### src/cbt_pkg.sv
// ----------------------------------------------------------------------------
// cbt_pkg
// Shared widths, constants and types of the cubic Bezier tessellator.
// ----------------------------------------------------------------------------
package cbt_pkg;

	localparam int COORD_W = 16;
	localparam int IDX_W   = 6;
	localparam int FRAC_W  = 16;            // t and u are Q0.16 in pt_t
	localparam int WT_W    = 49;            // Bernstein weights, Q.48, up to 2^48
	localparam int PROD_W  = 64;            // weight times offset coordinate
	localparam int SUM_W   = 66;

	localparam logic [IDX_W-1:0]    MAX_SEGMENTS  = 6'd63;
	localparam logic [IDX_W-1:0]    SEG_RESET     = 6'd16;
	localparam logic [WT_W-1:0]     WT_ONE        = 49'h1_0000_0000_0000;
	localparam logic [COORD_W-1:0]  COORD_OFFSET  = 16'h8000;
	localparam logic [FRAC_W:0]     T_ONE         = 17'h1_0000;

	// sequencer states
	typedef enum logic [1:0] {
		SEQ_IDLE,
		SEQ_DIV,
		SEQ_EMIT
	} seq_state_t;

	// per-point tag carried alongside the datapath
	typedef struct packed {
		logic [IDX_W-1:0] idx;
		logic             last;
	} meta_t;

	// one curve parameter issued by the sequencer
	typedef struct packed {
		logic [FRAC_W-1:0] t;
		logic [FRAC_W-1:0] u;
		logic              first;
		meta_t             meta;
	} pt_t;

	// the four Bernstein weights of one point
	typedef struct packed {
		logic [WT_W-1:0] w0;
		logic [WT_W-1:0] w1;
		logic [WT_W-1:0] w2;
		logic [WT_W-1:0] w3;
	} weights_t;

endpackage

### src/cbt_point_seq.sv
// ----------------------------------------------------------------------------
// cbt_point_seq
// Works out 65536/n by restoring division, then steps t = floor(i*65536/n)
// for i = 0..n with a quotient add and a remainder carry, one point a cycle while adv is high.
// ----------------------------------------------------------------------------
module cbt_point_seq import cbt_pkg::*; (
	input  logic             clk,
	input  logic             arst_n,
	input  logic             start,
	input  logic [IDX_W-1:0] n,
	input  logic             adv,
	output logic             idle,
	output logic             pt_valid,
	output pt_t              pt
);

	seq_state_t state_q, state_d;

	logic [IDX_W-1:0]  n_q;
	logic [IDX_W-1:0]  rem_q;
	logic [FRAC_W:0]   quo_q;
	logic [4:0]        cnt_q;
	logic [IDX_W-1:0]  idx_q;
	logic [FRAC_W:0]   t_q;
	logic [IDX_W-1:0]  acc_q;

	logic [IDX_W:0]    part;
	logic              part_ge;
	logic [IDX_W:0]    acc_sum;
	logic              acc_carry;

	// division step: numerator is 2^16, so only its top bit is set
	assign part    = {rem_q, (cnt_q == 5'd16)};
	assign part_ge = part >= {1'b0, n_q};

	// remainder accumulation for the next t
	assign acc_sum   = {1'b0, acc_q} + {1'b0, rem_q};
	assign acc_carry = acc_sum >= {1'b0, n_q};

	// state register
	always_ff @(posedge clk or negedge arst_n) begin
		if (!arst_n) begin
			state_q <= SEQ_IDLE;
		end else begin
			state_q <= state_d;
		end
	end

	// next state and outputs
	always_comb begin
		state_d  = state_q;
		idle     = 1'b0;
		pt_valid = 1'b0;
		case (state_q)
			SEQ_IDLE: begin
				idle = 1'b1;
				if (start) state_d = SEQ_DIV;
			end
			SEQ_DIV: begin
				if (cnt_q == 5'd0) state_d = SEQ_EMIT;
			end
			SEQ_EMIT: begin
				pt_valid = 1'b1;
				if (adv && idx_q == n_q) state_d = SEQ_IDLE;
			end
			default: begin
				state_d = SEQ_IDLE;
			end
		endcase
	end

	// divider and t stepping datapath
	always_ff @(posedge clk) begin
		if (state_q == SEQ_IDLE && start) begin
			n_q   <= n;
			rem_q <= '0;
			quo_q <= '0;
			cnt_q <= 5'd16;
		end else if (state_q == SEQ_DIV) begin
			rem_q <= part_ge ? IDX_W'(part - {1'b0, n_q}) : part[IDX_W-1:0];
			quo_q <= {quo_q[FRAC_W-1:0], part_ge};
			cnt_q <= cnt_q - 5'd1;
			idx_q <= '0;
			t_q   <= '0;
			acc_q <= '0;
		end else if (state_q == SEQ_EMIT && adv) begin
			idx_q <= idx_q + IDX_W'(1);
			acc_q <= acc_carry ? IDX_W'(acc_sum - {1'b0, n_q}) : acc_sum[IDX_W-1:0];
			t_q   <= t_q + quo_q + {{FRAC_W{1'b0}}, acc_carry};
		end
	end

	// point handed to the weight pipeline
	always_comb begin
		pt.t         = t_q[FRAC_W-1:0];
		pt.u         = FRAC_W'(T_ONE - t_q);
		pt.first     = (idx_q == '0);
		pt.meta.idx  = idx_q;
		pt.meta.last = (idx_q == n_q);
	end

endmodule

### config.mk
export PLATFORM = sky130hd
export DESIGN_NAME = cbt_point_seq
export DESIGN_NICKNAME = d
export VERILOG_FILES = /design/src/cbt_pkg.sv /design/src/cbt_point_seq.sv
export SDC_FILE = /design/constraint.sdc
export NUM_CORES = 1
export LEC_CHECK = 0
export ABC_CLOCK_PERIOD_IN_PS = 14100
export BUFFER_PORTS_ARGS = -buffer_cell sky130_fd_sc_hd__buf_2
export CELL_PAD_IN_SITES_DETAIL_PLACEMENT = 0
export CELL_PAD_IN_SITES_GLOBAL_PLACEMENT = 2
export CORE_ASPECT_RATIO = 1.2
export CORE_MARGIN = 1
export CORE_UTILIZATION = 39
export CTS_CLUSTER_DIAMETER = 100
export DETAILED_ROUTE_END_ITERATION = 7
export GPL_TIMING_DRIVEN = 0
export PLACE_DENSITY = 0.82
export SLEW_MARGIN = 40
export SYNTH_ARGS = -nofsm -noshare
export SYNTH_HDL_FRONTEND = slang
export SYNTH_SLANG_ARGS = --single-unit
export TNS_END_PERCENT = 100
### constraint.sdc
create_clock -name clk -period 14.1 [get_ports clk]
set_input_delay 2.115 -clock clk [delete_from_list [all_inputs] [get_ports clk]]
set_output_delay 2.115 -clock clk [all_outputs]
set_load 0.02 [all_outputs]
# After elaboration in Yosys (flattened, before gate mapping)
# Cells that the tools add are included.
# Widths: inputs -> output; s select.
# totals
ff_bits,65
inputBits,10
output_inout_bits,42
word_cells,46
# op_classes
addsub,8
order_cmp,2
n_eq_ne,7
n_mux,11
bitwise,1
n_reduce_logical,9
# ops
operator,count
$mux 6,4
$add 17x1->17,1
$add 17x17->17,1
$mux 17,1
$sub 1x16->16 const A,1
$ge 7x6->1,2
$sub 6x6->6,2
$add 6x6->7,1
$add 6x1->6 const B,1
$eq 6x6->1,1
$logic_not 6->1,1
$mux 2,3
$ne 2x2->1 const B,3
$pmux 2 s3,1
$eq 5x5->1 const B,1
$logic_not 5->1,1
$sub 5x1->5 const B,1
$logic_and 1x1->1,3
$reduce_and 3->1,1
$eq 2x1->1 const B,1
$eq 2x2->1 const B,1
$logic_not 2->1,1
$mux 1,2
$reduce_and 2->1,1
other kinds (2),2

# Longest topological paths before layout
# logic_depth
ltp_word,4
depth_mapped,22
ltp_nobuf,21

# Worst setup path before layout
# OpenSTA, ideal clock, no wires.
# synth_path
path_type,register to register
start,reg acc_q[1]
end,"reg t_q[14], data pin"
setup_ns,0.266
arrival_ns,4.334
slack_ns,9.500
stages_incl_launch_ff,22
n_path_buf,1
cell_sequence,edfxtp_1 ha_1 a21o_1 a21oi_1 o21bai_1 a21oi_1 xnor2_1 ha_1 nand2_1 nor2_1 a2111oi_0 o211a_1 buf_4 inv_1 fa_1 fa_1 a21o_1 a221oi_2 o311ai_1 a21oi_1 xor2_1 nor2_1
# synth_between
elab_chain_len,4
# synth_lines
item,line,text
"start, declared",cbt_point_seq.sv:25,logic [IDX_W-1:0] acc_q;
"start signal, assigned",cbt_point_seq.sv:88,"acc_q <= acc_carry ? IDX_W'(acc_sum - {1'b0, n_q}) : acc_sum[IDX_W-1:0];"
$add 6x6->7,cbt_point_seq.sv:37,"assign acc_sum = {1'b0, acc_q} + {1'b0, rem_q};"
$ge 7x6->1,cbt_point_seq.sv:38,"assign acc_carry = acc_sum >= {1'b0, n_q};"
$add 17x1->17,cbt_point_seq.sv:89,"t_q <= t_q + quo_q + {{FRAC_W{1'b0}}, acc_carry};"
$mux 17,cbt_point_seq.sv:86,end else if (state_q == SEQ_EMIT && adv) begin
"end signal, assigned",cbt_point_seq.sv:89,
"end, declared",cbt_point_seq.sv:24,logic [FRAC_W:0] t_q;
# Every way passes these cells. The select of a mux whose other input is x is not followed.
# A chain may end at the register's enable or synchronous reset.

# Worst setup path in the final report
# Ends and elaborated chain as after synthesis.

==> key figures <==
Timing
  – Final hold slack: around 470 ps
  – Fmax: between 150 and 200 MHz
  – Fin crit share: 38.11%
  – Tmin final: 5374 ps
  – Setup Viol. Count Final: 0
  – Setup TNS: 0 ps
  – Final hold viol count: 0
  – Slew Limit Fails: 0
  – Slew @ Worst Pin: between 700 and 800 ps
  – Relative slew slack: about half
  – Clock skew: roughly 8.1 ps
  – RSZ-0062 raised after global routing: false

Cells and area
  – Post-layout nets: 551
  – Fill count: approximately 1000
  – Share of cells above drive strength 1: approximately 15%
  – Core Util, Final: around 48%
  – Antenna cell count: 0
  – Area delta synth->final: 17.15%

Place
  – Final HPWL DP: 7.074 mm
  – Input/output buffers: 51
  – Gpl congestion: 0.7916

Global route
  – GR Layer Usage met3: approximately 2.8%
  – Most Crowded Layer GR: met2
  – GR Overflow Total: 0
  – Largest net degree at the start of global routing: 29
  – Gr usage total: a little under a fifth
  – Vias in the first global route: between 3000 and 4000
  – GR Util met2: approximately a third
  – First-pass GRT wire length: 15.29 mm
  – M1 GR Usage: between 20% and 30%
  – Initial antenna violation count: 0

CTS
  – CTS buffer count: 9
  – Worst-skew pair later-pin latency: around 330 ps
  – Clock transition at the registers of the reported paths: 50 ps
  – Cts hold-fix bufs: 0
  – CTS tree: yes
  – Setup Buffers After CTS: 0
  – H-tree depth: 3
  – CTS Sinks: 63
  – Post_cts resized: 0
  – Clock buffer depth: 2
  – Clock root cell: clkbuf_16

Yosys
  – Seq cells post-synth: 63
  – Syn_area_per_cell: 9.447 sq um
  – Most used DFF post-synth: edfxtp_1
  – Post-synth EDFFs: 34
  – Syn. warnings: 0
  – Post-Syn Instances: approximately 440
  – Most frequent cells after synthesis: 53 x nand2_1, 47 x nor2_1, 36 x ha_1, 34 x edfxtp_1, 33 x xnor2_1
  – Syn Std Cell Area: 4138 sq um
  – Count leader, synth: nand2_1
  – Register area share after synthesis: between 30% and 40%
  – Share of the synthesized area in the top cell type: between 20% and 30%
  – Post-synth net total: between 400 and 500
  – Yosys top cell by area: edfxtp_1
  – Synth top area cells: edfxtp_1 25%, dfxtp_1 13%, ha_1 11%
  – Post-synth cell types: 51
  – Asr flop ratio synth: 3.175%

Job
  – MaxCap Viol Count: 0

Critical path
  – Reg2Reg Depth: 21
  – Setup crit start: acc_q[1]
  – Setup CP Type: reg2reg
  – Worst r2r src: acc_q[1]
  – CP endpoint kind: register
  – Top fanout value on the critical path: 7
  – Worst setup SP type: register
  – Worst Path Arrival: roughly 5400 ps
  – Critical Path RT: ~14000 ps

Detailed routing
  – Drt first pass iters: 4
  – Vias: between 3000 and 4000
  – Antenna Violating Nets Remaining: 0
  – 1st-iter DRT viols: 73
  – Total wire length: just over 9 mm
  – Drt drc: 0
  – Vias/cell: 5.082
  – Drt wl/cell: 14.61 um

Hold path
  – Worst Hold Path Cells: 2
  – Hold_sp: quo_q[15]
  – Hold Crit Class: reg2reg

Power and ir drop
  – Pleak: between 2 and 2.5 nW
  – Pwr Density: ~300 nW/um^2
  – Worst ir drop on vdd: roughly 0.17 mV

Floorplanning
  – IO Pins: 52
  – Die H: between 100 and 150 um
  – Core ar.: ~10000 sq um
  – Effective utilization at floorplan: 40.73%
  – Row count: 40
  – Die W: about 96 um
  – Die ar.: 11030 sq um

Run status
  – Status: completed
-- registers in the layout, summed over array words and instances (netlist names) --
register	cells
n_q	6
acc_q	6
idx_q	6
cnt_q	5
quo_q	16
rem_q	6
state_q	2
t_q	16
-- path summary, 6_finish.rpt --
kind                         endpoint  slack, ps
max                           t_q[14]       8730
min                         quo_q[15]        470
max reg2reg                   t_q[14]       8730
min reg2reg                 quo_q[15]        470
max in group asynchronous  state_q[0]      12450
min in group asynchronous  state_q[1]       1560
-- worst max-delay path, stage by stage (launching register included) --
cell	delay, ps
edfxtp_1	390
ha_1	300
a21o_1	180
a21oi_1	240
o21bai_1	100
a21oi_1	180
xnor2_1	170
ha_1	300
nand2_1	80
nor2_1	50
a2111oi_0	530
o211a_1	250
buf_4	170
inv_1	70
fa_1	450
fa_1	430
a21o_1	210
a221oi_2	380
o311ai_1	190
a21oi_1	240
xor2_1	160
nor2_1	50
-- metrics by stage --
stage / power, mW / instances / cell area [sq um] / setup slack, ps
after detailed placement: 1.210 / 615 / 4553 / 8777
after global routing: 1.561 / 631 / 4847 / 8358
after floorplan: 1.007 / 438 / 4138 / 9500
final: 1.422 / 631 / 4847 / 8726
after global placement: 1.199 / 615 / 4551 / 8922
after CTS: 1.437 / 631 / 4846 / 8691
-- layout by cell type, fill, tap and decap left out, types with 2 or more instances in the layout --
cell type,n
nor2_1,47
dfrtp_1,2
nand3_1,5
o31a_1,2
ha_1,36
clkbuf_16,9
clkbuf_1,8
nor4_1,3
fa_1,5
nand3b_1,2
a31oi_1,7
dfxtp_1,27
nand2_1,52
inv_1,25
buf_2,52
buf_4,2
xnor2_1,33
o21bai_1,3
o211a_1,2
a211oi_1,7
mux2i_1,9
o2111ai_1,2
edfxtp_1,34
a21oi_1,31
nor2b_1,4
a21o_1,13
o21a_1,6
o21ai_0,10
and2_1,6
xor2_1,18
buf_1,4
nand2b_1,3
nor3_1,8
and3_1,2
nand4_1,3
-- layer usage --
layer / wire, um / up-vias / part of all wire, %
met5: 0 / - / 0
met4: 163 / 0 / 1.8
met3: 237 / 12 / 2.6
met2: 4672 / 53 / 51
met1: 4143 / 1487 / 45
li1: - / 1655 / -
-- power breakdown --
group	leakage, nW	internal [mW]	switching (mW)
Combinational	1.42	0.356	0.489
Clock	0.140	0.141	0.0804
Sequential	0.629	0.286	0.0698
Total	2.19	0.783	0.639
-- final cells by class --
class | count | area [sq um] | share of cell area (%)
multi-input combinational | 336 | 2366 | 48.81
sequential | 63 | 1612 | 33.25
timing repair buffer | 51 | 255.2 | 5.266
clock buffer | 13 | 250.2 | 5.163
tap | 126 | 157.7 | 3.252
inverter | 25 | 93.84 | 1.936
buffer | 14 | 70.07 | 1.446
clock inverter | 3 | 42.54 | 0.8776
-- cell families (layout without fill, tap and decap cells) --
logic type	count (synthesis)	in the layout	synth area share, %
buffers and inverters	39	106	3.931
xor gates and xnor gates	51	51	10.80
adders and majority gates	41	41	13.31
and+or+nand+nor	144	144	16.15
AOI/OAI and AO/OA	91	91	14.70
muxes	9	9	2.177
DFF	63	63	38.95
(Power assumes the default switching activity.)
